**src/srd_pkg.sv**
```systemverilog
// Shared types and constants for the sound request deque.
// No dependencies; compiled first.
package srd_pkg;

  localparam int RING_DEPTH_DEF = 16;
  localparam int CLIP_W         = 16;
  localparam int OP_W           = 2;

  localparam logic [OP_W-1:0] OP_TICK   = 2'd0;
  localparam logic [OP_W-1:0] OP_PUSH   = 2'd1;
  localparam logic [OP_W-1:0] OP_URGENT = 2'd2;

  typedef enum logic {
    S_IDLE,
    S_LOAD
  } srd_state_t;

  typedef struct packed {
    logic exec;   // apply the accepted request to the ring
    logic load;   // move the pending result into the output register
  } srd_cmd_t;

  typedef struct packed {
    logic out_free;
  } srd_sts_t;

endpackage

```
**src/srd_if.sv**
```systemverilog
// Request and result channel interfaces for the sound request deque.
// Depends on srd_pkg for field widths.
interface srd_in_if;
  logic                        valid;
  logic                        ready;
  logic [srd_pkg::OP_W-1:0]    op;
  logic [srd_pkg::CLIP_W-1:0]  clip_id;
  logic                        player_busy;

  modport source (output valid, output op, output clip_id, output player_busy, input ready);
  modport sink   (input valid, input op, input clip_id, input player_busy, output ready);
endinterface

interface srd_out_if;
  logic                        valid;
  logic                        ready;
  logic                        play_start;
  logic [srd_pkg::CLIP_W-1:0]  play_clip;
  logic                        play_blank;
  logic                        speaker_on;
  logic                        push_ok;
  logic                        evicted;

  modport source (output valid, output play_start, output play_clip, output play_blank,
                  output speaker_on, output push_ok, output evicted, input ready);
  modport sink   (input valid, input play_start, input play_clip, input play_blank,
                  input speaker_on, input push_ok, input evicted, output ready);
endinterface

```
**src/sound_request_deque_top.sv**
```systemverilog
// Sound request deque: ring of clip requests with urgent head insert.
// Depends on srd_pkg, srd_if, srd_ram, srd_ctrl and srd_dp.
//
// Usage:
//   in_req  - request channel (valid/ready): op, clip_id, player_busy.
//             op 0 is a tick, 1 a normal push to the tail, 2 an urgent
//             keypad push to the head; op 3 changes nothing.
//   out_res - one result per request (valid/ready): play_start, play_clip,
//             play_blank, speaker_on, push_ok, evicted.
//   Sequence: a new request is taken only after the previous result has
//   been loaded into the output register; the request is applied in
//   the cycle it is taken, the clip RAM read data is registered and the
//   result is then loaded into the output register once it is free.
//   Stall: a held result does not block the next request being taken;
//   that request's result waits until the output register is taken.
//   Reset: the ring is empty, all marks clear and the speaker off; clip
//   storage is not cleared and needs no clearing pass.
//   The ring holds RING_DEPTH-1 clips.
module sound_request_deque_top #(
  parameter int RING_DEPTH = srd_pkg::RING_DEPTH_DEF
) (
  input logic       clk,
  input logic       rst_n,
  srd_in_if.sink    in_req,
  srd_out_if.source out_res
);
  import srd_pkg::*;

  srd_cmd_t cmd;
  srd_sts_t sts;
  logic     in_ready;

  assign in_req.ready = in_ready;

  srd_ctrl u_ctrl (
    .clk      (clk),
    .rst_n    (rst_n),
    .in_valid (in_req.valid),
    .sts      (sts),
    .in_ready (in_ready),
    .cmd      (cmd)
  );

  srd_dp #(
    .RING_DEPTH (RING_DEPTH)
  ) u_dp (
    .clk            (clk),
    .rst_n          (rst_n),
    .cmd            (cmd),
    .sts            (sts),
    .in_op          (in_req.op),
    .in_clip_id     (in_req.clip_id),
    .in_player_busy (in_req.player_busy),
    .out_ready      (out_res.ready),
    .out_valid      (out_res.valid),
    .out_play_start (out_res.play_start),
    .out_play_clip  (out_res.play_clip),
    .out_play_blank (out_res.play_blank),
    .out_speaker_on (out_res.speaker_on),
    .out_push_ok    (out_res.push_ok),
    .out_evicted    (out_res.evicted)
  );

endmodule

```
**src/srd_ram.sv**
```systemverilog
// Generic single-write, single-read RAM with registered read data.
// No dependencies.
module srd_ram #(
  parameter int WIDTH = 16,
  parameter int DEPTH = 16
) (
  input  logic                     clk,
  input  logic                     we,
  input  logic [$clog2(DEPTH)-1:0] waddr,
  input  logic [WIDTH-1:0]         wdata,
  input  logic                     re,
  input  logic [$clog2(DEPTH)-1:0] raddr,
  output logic [WIDTH-1:0]         rdata
);

  logic [WIDTH-1:0] mem [DEPTH];
  logic [WIDTH-1:0] rdata_r;

  always_ff @(posedge clk) begin
    if (we) begin
      mem[waddr] <= wdata;
    end
    if (re) begin
      rdata_r <= mem[raddr];
    end
  end

  assign rdata = rdata_r;

endmodule

```
**src/srd_ctrl.sv**
```systemverilog
// Controller for the sound request deque: accepts a request, then waits
// for the output register to free up. Depends on srd_pkg.
module srd_ctrl (
  input  logic              clk,
  input  logic              rst_n,
  input  logic              in_valid,
  input  srd_pkg::srd_sts_t sts,
  output logic              in_ready,
  output srd_pkg::srd_cmd_t cmd
);
  import srd_pkg::*;

  srd_state_t state_r, state_nxt;

  always_ff @(posedge clk) begin
    if (!rst_n) begin
      state_r <= S_IDLE;
    end else begin
      state_r <= state_nxt;
    end
  end

  always_comb begin
    state_nxt = state_r;
    unique case (state_r)
      S_IDLE: if (in_valid)     state_nxt = S_LOAD;
      S_LOAD: if (sts.out_free) state_nxt = S_IDLE;
      default:                  state_nxt = S_IDLE;
    endcase
  end

  always_comb begin
    in_ready = 1'b0;
    cmd      = '0;
    unique case (state_r)
      S_IDLE: begin
        in_ready = 1'b1;
        cmd.exec = in_valid;
      end
      S_LOAD: begin
        cmd.load = sts.out_free;
      end
      default: begin
        in_ready = 1'b0;
      end
    endcase
  end

endmodule

```
**src/srd_dp.sv**
```systemverilog
// Datapath for the sound request deque: ring pointers, keypad and blank
// marks, clip RAM and output register. Depends on srd_pkg and srd_ram.
module srd_dp #(
  parameter int RING_DEPTH = srd_pkg::RING_DEPTH_DEF
) (
  input  logic                        clk,
  input  logic                        rst_n,
  input  srd_pkg::srd_cmd_t           cmd,
  output srd_pkg::srd_sts_t           sts,
  input  logic [srd_pkg::OP_W-1:0]    in_op,
  input  logic [srd_pkg::CLIP_W-1:0]  in_clip_id,
  input  logic                        in_player_busy,
  input  logic                        out_ready,
  output logic                        out_valid,
  output logic                        out_play_start,
  output logic [srd_pkg::CLIP_W-1:0]  out_play_clip,
  output logic                        out_play_blank,
  output logic                        out_speaker_on,
  output logic                        out_push_ok,
  output logic                        out_evicted
);
  import srd_pkg::*;

  localparam int IDX_W = $clog2(RING_DEPTH);
  localparam logic [IDX_W-1:0] IDX_LAST = IDX_W'(RING_DEPTH - 1);

  logic [IDX_W-1:0]      head_r, head_nxt, tail_r, tail_nxt;
  logic                  speaker_r, speaker_nxt;
  logic [RING_DEPTH-1:0] keypad_r, keypad_nxt, blank_r, blank_nxt;
  logic                  out_valid_r, out_valid_nxt;

  // pending result flags, captured when the request is applied
  logic res_start_r, res_blank_r, res_ok_r, res_ev_r;
  logic res_start, res_blank, res_ok, res_ev;

  logic                  o_start_r, o_blank_r, o_speaker_r, o_ok_r, o_ev_r;
  logic [CLIP_W-1:0]     o_clip_r;

  logic [IDX_W-1:0] head_inc, head_dec, tail_inc, ins_idx, ins_dec;
  logic             ring_empty, ring_full;
  logic             ram_we, ram_re;
  logic [IDX_W-1:0] ram_waddr;
  logic [CLIP_W-1:0] ram_rdata;

  function automatic logic [IDX_W-1:0] idx_next(input logic [IDX_W-1:0] i);
    idx_next = (i == IDX_LAST) ? '0 : i + 1'b1;
  endfunction

  function automatic logic [IDX_W-1:0] idx_prev(input logic [IDX_W-1:0] i);
    idx_prev = (i == '0) ? IDX_LAST : i - 1'b1;
  endfunction

  assign head_inc   = idx_next(head_r);
  assign head_dec   = idx_prev(head_r);
  assign tail_inc   = idx_next(tail_r);
  assign ring_empty = (tail_r == head_r);
  assign ring_full  = (tail_inc == head_r);
  // urgent insert slot: head moves on first when the ring is full
  assign ins_idx    = ring_full ? head_inc : head_r;
  assign ins_dec    = ring_full ? head_r : head_dec;

  always_comb begin
    head_nxt    = head_r;
    tail_nxt    = tail_r;
    speaker_nxt = speaker_r;
    keypad_nxt  = keypad_r;
    blank_nxt   = blank_r;
    ram_we      = 1'b0;
    ram_re      = 1'b0;
    ram_waddr   = tail_inc;
    res_start   = 1'b0;
    res_blank   = 1'b0;
    res_ok      = 1'b0;
    res_ev      = 1'b0;
    if (cmd.exec) begin
      unique case (in_op)
        OP_TICK: begin
          if (!in_player_busy) begin
            if (ring_empty) begin
              speaker_nxt = 1'b0;
            end else begin
              head_nxt    = head_inc;
              ram_re      = 1'b1;
              res_start   = 1'b1;
              res_blank   = blank_r[head_inc];
              speaker_nxt = 1'b1;
            end
          end
        end
        OP_PUSH: begin
          if (!ring_full) begin
            tail_nxt             = tail_inc;
            ram_we               = 1'b1;
            ram_waddr            = tail_inc;
            keypad_nxt[tail_inc] = 1'b0;
            blank_nxt[tail_inc]  = 1'b0;
            res_ok               = 1'b1;
          end
        end
        OP_URGENT: begin
          res_ev              = ring_full;
          blank_nxt           = blank_r | keypad_r;
          ram_we              = 1'b1;
          ram_waddr           = ins_idx;
          keypad_nxt[ins_idx] = 1'b1;
          blank_nxt[ins_idx]  = 1'b0;
          head_nxt            = ins_dec;
          res_ok              = 1'b1;
        end
        default: begin
          res_ok = 1'b0;
        end
      endcase
    end
  end

  srd_ram #(
    .WIDTH (CLIP_W),
    .DEPTH (RING_DEPTH)
  ) u_clip_ram (
    .clk   (clk),
    .we    (ram_we),
    .waddr (ram_waddr),
    .wdata (in_clip_id),
    .re    (ram_re),
    .raddr (head_inc),
    .rdata (ram_rdata)
  );

  always_ff @(posedge clk) begin
    if (!rst_n) begin
      head_r      <= '0;
      tail_r      <= '0;
      speaker_r   <= 1'b0;
      keypad_r    <= '0;
      blank_r     <= '0;
      out_valid_r <= 1'b0;
    end else begin
      head_r      <= head_nxt;
      tail_r      <= tail_nxt;
      speaker_r   <= speaker_nxt;
      keypad_r    <= keypad_nxt;
      blank_r     <= blank_nxt;
      out_valid_r <= out_valid_nxt;
    end
  end

  always_ff @(posedge clk) begin
    if (cmd.exec) begin
      res_start_r <= res_start;
      res_blank_r <= res_blank;
      res_ok_r    <= res_ok;
      res_ev_r    <= res_ev;
    end
    if (cmd.load) begin
      o_start_r   <= res_start_r;
      o_blank_r   <= res_blank_r;
      o_clip_r    <= (res_start_r && !res_blank_r) ? ram_rdata : '0;
      o_speaker_r <= speaker_r;
      o_ok_r      <= res_ok_r;
      o_ev_r      <= res_ev_r;
    end
  end

  always_comb begin
    if (cmd.load) begin
      out_valid_nxt = 1'b1;
    end else if (out_ready) begin
      out_valid_nxt = 1'b0;
    end else begin
      out_valid_nxt = out_valid_r;
    end
  end

  assign sts.out_free   = !out_valid_r || out_ready;
  assign out_valid      = out_valid_r;
  assign out_play_start = o_start_r;
  assign out_play_clip  = o_clip_r;
  assign out_play_blank = o_blank_r;
  assign out_speaker_on = o_speaker_r;
  assign out_push_ok    = o_ok_r;
  assign out_evicted    = o_ev_r;

endmodule
```
**src/flat_wrapper.sv**
```systemverilog
// flat-port wrapper written by rule: the top's interface ports become plain ports
module sound_request_deque_top_flat import srd_pkg::*;
#(
  parameter int RING_DEPTH = srd_pkg::RING_DEPTH_DEF
)
  (clk, rst_n, in_req_valid, in_req_op, in_req_clip_id, in_req_player_busy, in_req_ready, out_res_valid, out_res_play_start, out_res_play_clip, out_res_play_blank, out_res_speaker_on, out_res_push_ok, out_res_evicted, out_res_ready);
  srd_in_if in_req_i ();
  srd_out_if out_res_i ();
  input logic clk;
  input logic rst_n;
  input wire logic [$bits(in_req_i.valid)-1:0] in_req_valid;
  input wire logic [$bits(in_req_i.op)-1:0] in_req_op;
  input wire logic [$bits(in_req_i.clip_id)-1:0] in_req_clip_id;
  input wire logic [$bits(in_req_i.player_busy)-1:0] in_req_player_busy;
  output wire logic [$bits(in_req_i.ready)-1:0] in_req_ready;
  output wire logic [$bits(out_res_i.valid)-1:0] out_res_valid;
  output wire logic [$bits(out_res_i.play_start)-1:0] out_res_play_start;
  output wire logic [$bits(out_res_i.play_clip)-1:0] out_res_play_clip;
  output wire logic [$bits(out_res_i.play_blank)-1:0] out_res_play_blank;
  output wire logic [$bits(out_res_i.speaker_on)-1:0] out_res_speaker_on;
  output wire logic [$bits(out_res_i.push_ok)-1:0] out_res_push_ok;
  output wire logic [$bits(out_res_i.evicted)-1:0] out_res_evicted;
  input wire logic [$bits(out_res_i.ready)-1:0] out_res_ready;
  assign in_req_i.valid = in_req_valid;
  assign in_req_i.op = in_req_op;
  assign in_req_i.clip_id = in_req_clip_id;
  assign in_req_i.player_busy = in_req_player_busy;
  assign in_req_ready = in_req_i.ready;
  assign out_res_valid = out_res_i.valid;
  assign out_res_play_start = out_res_i.play_start;
  assign out_res_play_clip = out_res_i.play_clip;
  assign out_res_play_blank = out_res_i.play_blank;
  assign out_res_speaker_on = out_res_i.speaker_on;
  assign out_res_push_ok = out_res_i.push_ok;
  assign out_res_evicted = out_res_i.evicted;
  assign out_res_i.ready = out_res_ready;
  sound_request_deque_top #(.RING_DEPTH(RING_DEPTH)) u_core (.clk(clk), .rst_n(rst_n), .in_req(in_req_i), .out_res(out_res_i));
endmodule
```
**config.mk**
```make
export PLATFORM = sky130hd
export DESIGN_NAME = sound_request_deque_top_flat
export DESIGN_NICKNAME = d
export VERILOG_FILES = /design/src/srd_pkg.sv /design/src/srd_if.sv /design/src/sound_request_deque_top.sv /design/src/srd_ram.sv /design/src/srd_ctrl.sv /design/src/srd_dp.sv /design/src/flat_wrapper.sv
export SDC_FILE = /design/constraint.sdc
export NUM_CORES = 1
export LEC_CHECK = 0
export BUFFER_PORTS_ARGS = -buffer_cell sky130_fd_sc_hd__buf_2
export CORE_ASPECT_RATIO = 0.6
export CORE_MARGIN = 1.5
export CORE_UTILIZATION = 65
export DETAILED_ROUTE_END_ITERATION = 10
export PLACE_DENSITY = 0.83
export SYNTH_ARGS = -nofsm -noshare
export SYNTH_HDL_FRONTEND = slang
export SYNTH_SLANG_ARGS = --single-unit
```
**constraint.sdc**
```tcl
create_clock -name clk -period 9.1 [get_ports clk]
set_input_delay 0.91 -clock clk [delete_from_list [all_inputs] [get_ports clk]]
set_output_delay 0.91 -clock clk [all_outputs]
set_load 0.005 [all_outputs]
```
== Word-level counts from Yosys, hierarchy flattened ==
Memories as Yosys holds them, arrays and structs flattened. A register that Yosys moved wholly into a read port is not among the register bits.
Index checks and enable logic that the tools add are counted.
Word-level totals
  register bits after elaboration: 68
  bits in writable memories: 256
  logic and storage cells: 100
  memories kept: 1
Memories
  u_core.u_dp.u_clip_ram.mem: words 16, width 16, read ports 1, clocked after memory_dff 1, write ports 1, RTL line srd_ram.sv:16  | logic [WIDTH-1:0] mem [DEPTH];
Cells by class
  add/sub/neg operators: 3
  $lt $le $gt $ge: 5
  equality and inequality tests: 10
  multiplexer cells: 37
  bitwise operators: 11
  reductions and logical operators: 16
Operator list (number)
  $pmux 16 s2: 2
  $and 16x16->16: 3
  $mux 4: 9
  $mux 16: 2
  $not 16->16: 2
  $or 16x16->16: 2
  $mux 1: 18
  $lt 4x5->1 const B: 3
  $reduce_and 3->1: 3
  $add 4x1->4 const B: 2
  $demux 1 s4: 2
  $eq 4x4->1: 2
  $eq 4x4->1 const B: 2
  $ge 4x1->1 const B: 2
  $ne 2x2->1 const B: 4
  $pmux 4 s2: 1
  $reduce_bool 2->1: 3
  $reduce_and 5->1: 1
  $bmux 1 s4: 1
  $logic_not 4->1: 1
  $not 1->1: 4
  $pmux 1 s2: 2
  $sub 4x1->4 const B: 1
  $logic_and 1x1->1: 3
  6 further kinds: 7

== Longest topological paths before layout ==
Gate-level depths: netlist of run 1.
  depth after elaboration: 11
  mapped depth: 11
  depth with buffers taken out: 8

== Cells and area by module ==
Synthesis of run 1 repeated with hierarchy kept, for this count alone.
Unflattened totals
  cell total of the unflattened synthesis: 846
  area total of the unflattened synthesis: 14087.3 µm²
By module, submodules not included
  srd_ram: instances 1, cells an instance 432, area an instance 10202.3 µm², sequential area each 8167.8 µm²
  srd_dp: instances 1, cells an instance 408, area an instance 3834.9 µm², sequential area each 1591.5 µm²
  srd_ctrl: instances 1, cells an instance 6, area an instance 50.0 µm², sequential area each 20.0 µm²

== Worst setup path after synthesis of run 1 ==
Ideal clock, no wire load.
  path kind: reg-to-reg
  start point: reg u_core.u_dp.tail_r[0]
  end point: mem u_core.u_dp.u_clip_ram.mem[13][0], enable pin
  arrival time: 3.701 ns
  required time: 8.686 ns
  slack: 4.985 ns
  cell stages (with the launch flop): 11
  path buffers: 3
  clock period less this slack: 4.115 ns
  cell sequence: dfxtp_1 -> buf_2 -> inv_1 -> ha_1 -> clkbuf_1 -> xor2_1 -> or3_1 -> buf_2 -> or4_4 -> a21o_1 -> a211oi_1
Between the ends
  cells in the longest elaborated chain, start to end: 8
Ends and longest elaborated chain
  from (decl): RTL line srd_dp.sv:27  | logic [IDX_W-1:0] head_r, head_nxt, tail_r, tail_nxt;
  from (signal assigned): RTL line srd_dp.sv:140  | tail_r <= tail_nxt;
  $add 4x1->4 / $eq 4x4->1 (equally long branches): RTL line srd_dp.sv:46  | idx_next = (i == IDX_LAST) ? '0 : i + 1'b1;
  $mux 4 *: RTL line srd_dp.sv:46
  named net u_core.u_dp.tail_inc[1]: RTL line srd_dp.sv:39  | logic [IDX_W-1:0] head_inc, head_dec, tail_inc, ins_idx, ins_dec;
  $eq 4x4->1: RTL line srd_dp.sv:57  | assign ring_full = (tail_inc == head_r);
  $mux 1: RTL line srd_dp.sv:91  | if (!ring_full) begin
  $pmux 1 s2: RTL line srd_dp.sv:76  | unique case (in_op)
  $mux 1: RTL line srd_dp.sv:75  | if (cmd.exec) begin
  $mux 1: RTL line srd_ram.sv:20  | if (we) begin
  $mux 1 (not written as such): RTL line srd_ram.sv:21  | mem[waddr] <= wdata;
  to (decl): RTL line srd_ram.sv:16
The timed path passes the listed nets; every way through them passes the cells marked *.

== Worst setup path after layout of run 1 ==
  start point: reg u_core.u_dp.tail_r[0]
  end point: mem u_core.u_dp.u_clip_ram.mem[10][3], enable pin
Between the ends
  cells in the longest elaborated chain, start to end: 8
Ends and longest elaborated chain (RTL line)
  $add 4x1->4 / $eq 4x4->1 (equally long branches): srd_dp.sv:46
  $mux 4 *: srd_dp.sv:46
  $eq 4x4->1: srd_dp.sv:57
  $mux 1: srd_dp.sv:91
  $pmux 1 s2: srd_dp.sv:76
  $mux 1: srd_dp.sv:75
  $mux 1: srd_ram.sv:20
  $mux 1 (not written as such): srd_ram.sv:21
Mark *: on every way between the ends. The rest lies on a longest branch, timed or not.

==> results of run 1 <==
==> worst max-delay path: stages (launching register included) <==
cell	delay [ns]
dfxtp_1	0.41
ha_1	0.40
nand2b_1	0.22
o211a_1	0.45
xnor2_2	0.70
o211ai_1	0.48
a21o_1	0.40
a21oi_2	0.82
==> metrics by stage <==
stage / hold WS (ns) / power [mW]
finish: 0.421 / 3.30
global route: 0.427 / 3.38
CTS: 0.422 / 3.29
detailed placement: 0.407 / 2.02
global placement: 0.405 / 2.02
floorplan: 0.400 / 1.92
==> flip-flops by register name, summed over array words and instances (netlist names), 4 cells and up <==
signal	flops
u_core.u_dp.blank_r	16
u_core.u_dp.head_r	4
u_core.u_dp.keypad_r	16
u_core.u_dp.out_play_clip	16
u_core.u_dp.tail_r	4
u_core.u_dp.u_clip_ram.mem	256
u_core.u_dp.u_clip_ram.rdata	16
==> cell type report <==
type / count / share of cell area [%]
Sequential cell: 340 / 60.4
Multi-Input combinational cell: 658 / 28.5
Clock buffer: 37 / 4.86
Tap cell: 286 / 2.21
Timing Repair Buffer: 61 / 2.13
Clock inverter: 16 / 1.28
Inverter: 24 / 0.557
Antenna cell: 1 / 0.0155
==> logic make-up (layout without fill, tap and decap cells) <==
kind of cell | after synthesis | count (layout) | share of synthesized area [%]
DFF | 340 | 340 | 66.7
and+or+nand+nor | 328 | 328 | 10.2
AOI/OAI and AO/OA | 261 | 261 | 12.3
buffers and inverters | 96 | 138 | 2.68
muxes | 44 | 44 | 6.17
xor gates and xnor gates | 16 | 16 | 1.16
adders and majority gates | 9 | 9 | 0.769
other | 0 | 1 | 0
==> cells in the mapped netlist (12+ instances only) <==
library cell    n  area [µm²]
edfxtp_1      297        8920
buf_2          14        70.1
o21ai_0        23         115
mux4_2         37         833
and3_1         32         200
clkbuf_1       51         191
a21oi_1        53         265
a31oi_1        44         275
dfxtp_1        43         861
nand2_1       180         676
a311oi_1       21         184
nand3_1        12        60.1
o211ai_1       16         120
and2_1         22         138
inv_1          23        86.3
nor2_1         45         169
a211oi_1       38         285
a211o_1        12         105
==> power groups by stage <==
| stage | registers [mW] | clock network, mW | logic (mW) |
|---|---|---|---|
| after floorplan | 1.76 | 0 | 0.164 |
| after global placement | 1.76 | 0 | 0.257 |
| after CTS | 1.73 | 1.30 | 0.265 |
| after detailed placement | 1.76 | 0 | 0.263 |
| after global routing | 1.73 | 1.36 | 0.290 |
| final | 1.73 | 1.30 | 0.275 |
==> per-layer routing <==
layer | share of wire, % | vias to the layer above
met4 | 2.3 | 2
met5 | 0.050 | -
met3 | 16 | 95
li1 | - | 4239
met1 | 41 | 4844
met2 | 41 | 792
==> path summary, 6_finish.rpt <==
check | from | to | cells past startpoint
setup / recovery | u_core.u_dp.tail_r[0] | u_core.u_dp.u_clip_ram.mem[10][3] | 7
hold / removal | u_core.u_dp.res_ev_r | u_core.u_dp.out_evicted | 0
setup reg to reg | u_core.u_dp.tail_r[0] | u_core.u_dp.u_clip_ram.mem[10][3] | 7
hold reg to reg | u_core.u_dp.res_ev_r | u_core.u_dp.out_evicted | 0
==> metrics.md, run 1 <==
| Metric | Value |
|---|---|
| Status | finished, final reports clean |
| Cts bufs inserted | 29 |
| DRC Markers | 0 |
| Slew Limit Fails | 0 |
| Met1 usage | 52.8% |
| Post-CTS Resized | 0 |
| Combinational share of power | 8.3% |
| Die height | 119 µm |
| Critical path launch point type | flip-flop |
| Nets | 1,146 |
| Met3 GRT Util | 11.2% |
| Post-Synthesis Cells | 1,094 |
| Longest Clk Path Bufs | 3 |
| Initial core utilization | 66.4% |
| WL final | 38,200 µm |
| First-pass GRT wire length | 57,200 µm |
| Placed Cells | 1,369 |
| Crit path kind | reg -> reg |
| Non-Filler Instances | 1,423 |
| Pwr Density | 204 nW/µm² |
| H-tree depth | 1 |
| Yosys warning count | 0 |
| Final core utilization | 73.3% |
| Crit end category | flip-flop |
| CTS Hold Buffers Added | 0 |
| Final period util | 47.2% |
| Synth unique cells | 58 |
| Commonest non-fill, non-tap cell in the layout | edfxtp_1 |
| Busiest metal layer after global routing | met1 |
| Unrepaired setup endpoints after global routing | false |
| Internal | 2.55 mW |
| Io pins | 46 |
| Final setup viols | 0 |
| Sw Share | 22.8% |
| All-layer global routing usage | 33.5% |
| Worst-path clk slew | 0.07 ns |
| Mapped Area | 14,700 µm² |
| Die area | 23,500 µm² |
| Routed WL per cell | 26.8 µm |
| Clock share of power | 39.4% |
| Routability cong. | 0.990 |
| Worst skew pair latency | 0.56 ns |
| Crit path DAT | 4.47 ns |
| GR Overflow Total | 0 |
| Total of max-cap violations | 0 |
| Seq/Total Area, Yosys | 66.7% |
| Worst-path maximum fanout | 16 |
| Initial antenna violation count | 4 |
| Max_slew headroom | 13.6% |
| Num Clock Sinks | 340 |
| Row count | 42 |
| Synth Net Count | 1,126 |
| Psw | 754 µW |
| Synth Register Bits | 340 |
| Post-route ant nets | 0 |
| Max Clock Skew | 0.0118 ns |
| Synth Flop Type | edfxtp_1 |
| Crit path time final | 4.29 ns |
| Worst EP required | 9.28 ns |
| Die W | 197 µm |
| Leak | 5.34 nW |
| Multi-input gate area | 4620 µm² |
| DP Wirelength | 25,000 µm |
| Max Freq | 233 MHz |
| Total setup buffers inserted after CTS | 0 |
| Post-DP Area | 15,200 µm² |
| Setup_tns | 0 ns |
| IO buf count | 45 |
| Final Hold Vio Count | 0 |
| Largest net degree at the start of global routing | 82 |
| Vias after detailed routing | 9,972 |
| Layout cells sized above 1 | 15.3% |
| Final worst-path setup slack | 4.81 ns |
| DR iter-0 viols | 1,619 |
| Core ar. | 22,100 µm² |
| Area Overhead vs Synth | 10.5% |
| DRT Pass-1 Iters | 5 |
| Setup WS pre-CTS | 4.91 ns |
| FF/Latch Area | 9780 µm² |
| FFs w/ async S/R, synth | 0% |
| Worst Tran Pin Value | 1.28 ns |
| Reg2reg setup slack | 4.81 ns |
| # fillers | 1,339 |
| Fin area | 16,200 µm² |
| Worst vdd ir | 141 µV |
| CTS tree | done |
| Number of synthesized flops with an enable pin | 297 |
| Clock root cell | clkbuf_16 |
| Met2 usage | 45.4% |
| Worst min-delay path category | reg -> reg |
| DR vias/cell | 7.01 |
| Mean Syn Cell Area | 13.4 µm² |
| Seq pwr share | 52.3% |
| Most frequent cells in the layout | edfxtp_1, nand2_1, nor2_1, buf_2, a31oi_1 |
| Vias in the first global route | 9,283 |
Note: power is estimated with default switching activity, not from simulation.
==> inputs of run 2 (changes only) <==
Settings changed: ABC_AREA set to 1, CORE_UTILIZATION 65 to 56, PLACE_DENSITY 0.83 to 0.76.
Clock period 9.1 ns to 3.7 ns, I/O delays scaled along.
==> run 2 against run 1 <==
Clock power up 130%; combinational power rose to 3.3 times the previous value; highest routed layer is now met4; global-route usage shrank 6.7 points; largest cell class unchanged; synthesized area decreased by 0.25%; sequential power grew 150%.
==> metrics.md, run 2 <==
| Metric | Value |
|---|---|
| CTS Hold Buffers Added | 0 (unchanged) |
| Synth Net Count | 1,337 (+19%) |
| Initial antenna violation count | 0 (-4) |
| WHS Path Cells | 4 (+4) |
| Die height | 128 µm (+7.4%) |
| Routability cong. | 0.934 (-5.7%) |
| Core ar. | 25,400 µm² (+15%) |
| Worst min-delay path category | in -> reg |
| Routed WL per cell | 21.0 µm (-22%) |
| DR iter-0 viols | 1,412 (-13%) |
| Most common library cells after synthesis | edfxtp_1, nor2_1, o21ai_0, nand2_1, inv_1 |
| Worst-path maximum fanout | 16 (unchanged) |
| Worst R2R Path Depth | 12 (+5) |
| Mean Syn Cell Area | 11.2 µm² (-16%) |
| Vias after detailed routing | 10,300 (+3.1%) |
| DR vias/cell | 6.00 (-14%) |
| Post-Synthesis Cells | 1,305 (+19%) |
| Top cell type's share of synthesized area | 61.0% (+0.15 points) |
| Vias in the first global route | 9,289 (+0.065%) |
| Yosys warning count | 0 (unchanged) |
| Unrepaired setup endpoints after global routing | false |
| Final Hold Vio Count | 0 (unchanged) |
| Seq/Total Area, Yosys | 66.9% (+0.17 points) |
| Largest register FFs | 256 (unchanged) |
| Final worst-path setup slack | 0.434 ns (-4.37 ns) |
| Worst EP required | 3.94 ns (-5.34 ns) |
| Worst vdd ir | 464 µV (+230%) |
| Status | finished, final reports clean |
| Critical Path Start | u_core.u_dp.tail_r[0] |
| Leak | 5.59 nW (+4.8%) |
| Slew Limit Fails | 0 (unchanged) |
| Cell with the most instances after synthesis | edfxtp_1 |
| Critical path launch point type | flip-flop |
| Final setup viols | 0 (unchanged) |
| Dominant cells by area after synthesis | edfxtp_1, dfxtp_1, o21ai_0, nor2_1, nand2_1 |
| Clock root cell | clkbuf_16 |
| Synth area leader | edfxtp_1 |
| Commonest non-fill, non-tap cell in the layout | edfxtp_1 |
| Setup_tns | 0 ns (unchanged) |
| Post-CTS Resized | 0 (unchanged) |
| Worst skew pair latency | 0.56 ns (about the same) |
| Final period util | 88.3% (+41 points) |
| Mapped Area | 14,600 µm² (-0.25%) |
| Total of max-cap violations | 0 (unchanged) |
| GR Overflow Total | 0 (unchanged) |
| Synth Flop Type | edfxtp_1 |
| Crit path kind | reg -> reg |
| Max_slew headroom | 35.2% (+22 points) |
| Critical-path cell list | inv_1, ha_1, xnor2_1, nand2_4, nor2_8, nand3_2, nand2_2, nand2_4, o21ai_4, nand3_2, nor2_2, buf_4 |
| Nets | 1,372 (+20%) |
| Die W | 212 µm (+7.5%) |
| DP Wirelength | 23,100 µm (-7.3%) |
| Cts bufs inserted | 29 (unchanged) |
| Number of inserted diodes | 0 (-1) |
| Slowest-stage cell, CP | dfxtp_1 |
| Number of synthesized flops with an enable pin | 297 (unchanged) |
| IO buf count | 45 (unchanged) |
| First-pass GRT wire length | 54,800 µm (-4.3%) |
| CTS tree | done |
| Crit end category | flip-flop |
| Layout cells sized above 1 | 14.2% (-1.1 points) |
| WL final | 35,900 µm (-6.0%) |
| Most frequent cells in the layout | edfxtp_1, nor2_1, o21ai_0 |
| Max Freq | 306 MHz (+31%) |
| Largest net degree at the start of global routing | 137 (+67%) |
| Min-delay src | out_res_ready |
| Max Clock Skew | 0.0103 ns (-0.00145 ns) |
| Pwr Density | 504 nW/µm² (+150%) |
| H-tree depth | 1 (unchanged) |
| Io pins | 46 (unchanged) |
| Row count | 45 (+7.1%) |
| Num Clock Sinks | 340 (unchanged) |
| Area Overhead vs Synth | 10.9% |
| Top reg by flops | u_core.u_dp.u_clip_ram.mem |
| Slowest stage delay, CP | 0.46 ns (-0.36 ns) |
| Worst Tran Pin Value | 0.972 ns (-0.312 ns) |
| Post-route ant nets | 0 (unchanged) |
| Worst-path clk slew | 0.07 ns (about the same) |
| Synth unique cells | 41 (-29%) |
| # fillers | 1,947 (+45%) |
| FFs w/ async S/R, synth | 0% (unchanged) |
| Total setup buffers inserted after CTS | 0 (unchanged) |
| Crit path time final | 3.27 ns (-1.03 ns) |
| DRT Pass-1 Iters | 5 (unchanged) |
| Setup WS pre-CTS | 0.477 ns (-4.43 ns) |
| Die area | 27,100 µm² (+15%) |
| All-layer global routing usage | 26.9% (-6.7 points) |
| Crit path DAT | 3.50 ns (-0.97 ns) |
| Initial core utilization | 57.4% (-9.0 points) |
| DRC Markers | 0 (unchanged) |
| Hold_ws | 0.0792 ns (-0.342 ns) |
| Longest Clk Path Bufs | 3 (unchanged) |
| Synth Register Bits | 340 (unchanged) |
| Origin of the critical flop-to-flop path | u_core.u_dp.tail_r[0] |
-- run 2: power by group --
part	internal [mW]	switching [mW]
clock	1.64	1.35
combinational	0.255	0.655
sequential	4.23	0.0350
total	6.13	2.04
-- run 2: critical path: cells and delay by family, from the launching register on --
family | cells | cell delay [ns]
flip-flops | 1 | 0.46
adder cells (fa/ha/maj) | 1 | 0.37
buffers and inverters | 2 | 0.46
AO/OA/AOI/OAI | 1 | 0.23
XOR/XNOR | 1 | 0.27
AND/OR/NAND/NOR | 7 | 1.14
-- run 2: layer usage --
layer | vias to the layer above | global-route usage, % | routed length [µm]
met5 | - | 0 | 0
met4 | 0 | 5.50 | 652
met3 | 56 | 6.08 | 3990
met2 | 561 | 37.7 | 15000
met1 | 4952 | 42.7 | 16300
li1 | 4715 | - | -
-- run 2: final timing paths --
check	to	slack, ns
worst max-delay path	u_core.u_dp.u_clip_ram.mem[12][2]	0.43
worst min register to register	u_core.u_dp.out_evicted	0.43
worst min-delay path	u_core.u_dp.out_valid	0.08
worst max register to register	u_core.u_dp.u_clip_ram.mem[12][2]	0.43
-- run 2: cells by family (layout without fill, tap and decap cells) --
group	after synthesis	in the layout	share of synthesized area, %
AND/OR/NAND/NOR	445	445	13.6
AO/OA/AOI/OAI	343	343	13.8
flip-flops	340	340	66.9
buffers and inverters	163	219	4.56
adder cells (fa/ha/maj)	9	9	0.770
XOR/XNOR	5	5	0.300
-- run 2: metrics by stage --
stage | power, mW | std cells | cell area [µm²] | utilization (%)
finish | 8.18 | 1713 | 16200 | 63.7
global route | 8.43 | 1713 | 16200 | 63.7
CTS | 8.18 | 1713 | 16200 | 63.7
detailed placement | 5.24 | 1661 | 15300 | 60.1
global placement | 5.22 | 1661 | 15300 | 60.1
floorplan | 4.92 | 1305 | 14600 | -
-- run 2: area by class of cell --
type	count	area [µm²]	share of cell area, %
sequential	340	9780	60.3
multi-input combinational	802	4220	26.1
clock buffer	34	744	4.59
timing repair buffer	80	526	3.24
tap	352	440	2.72
inverter	87	330	2.04
clock inverter	18	165	1.02
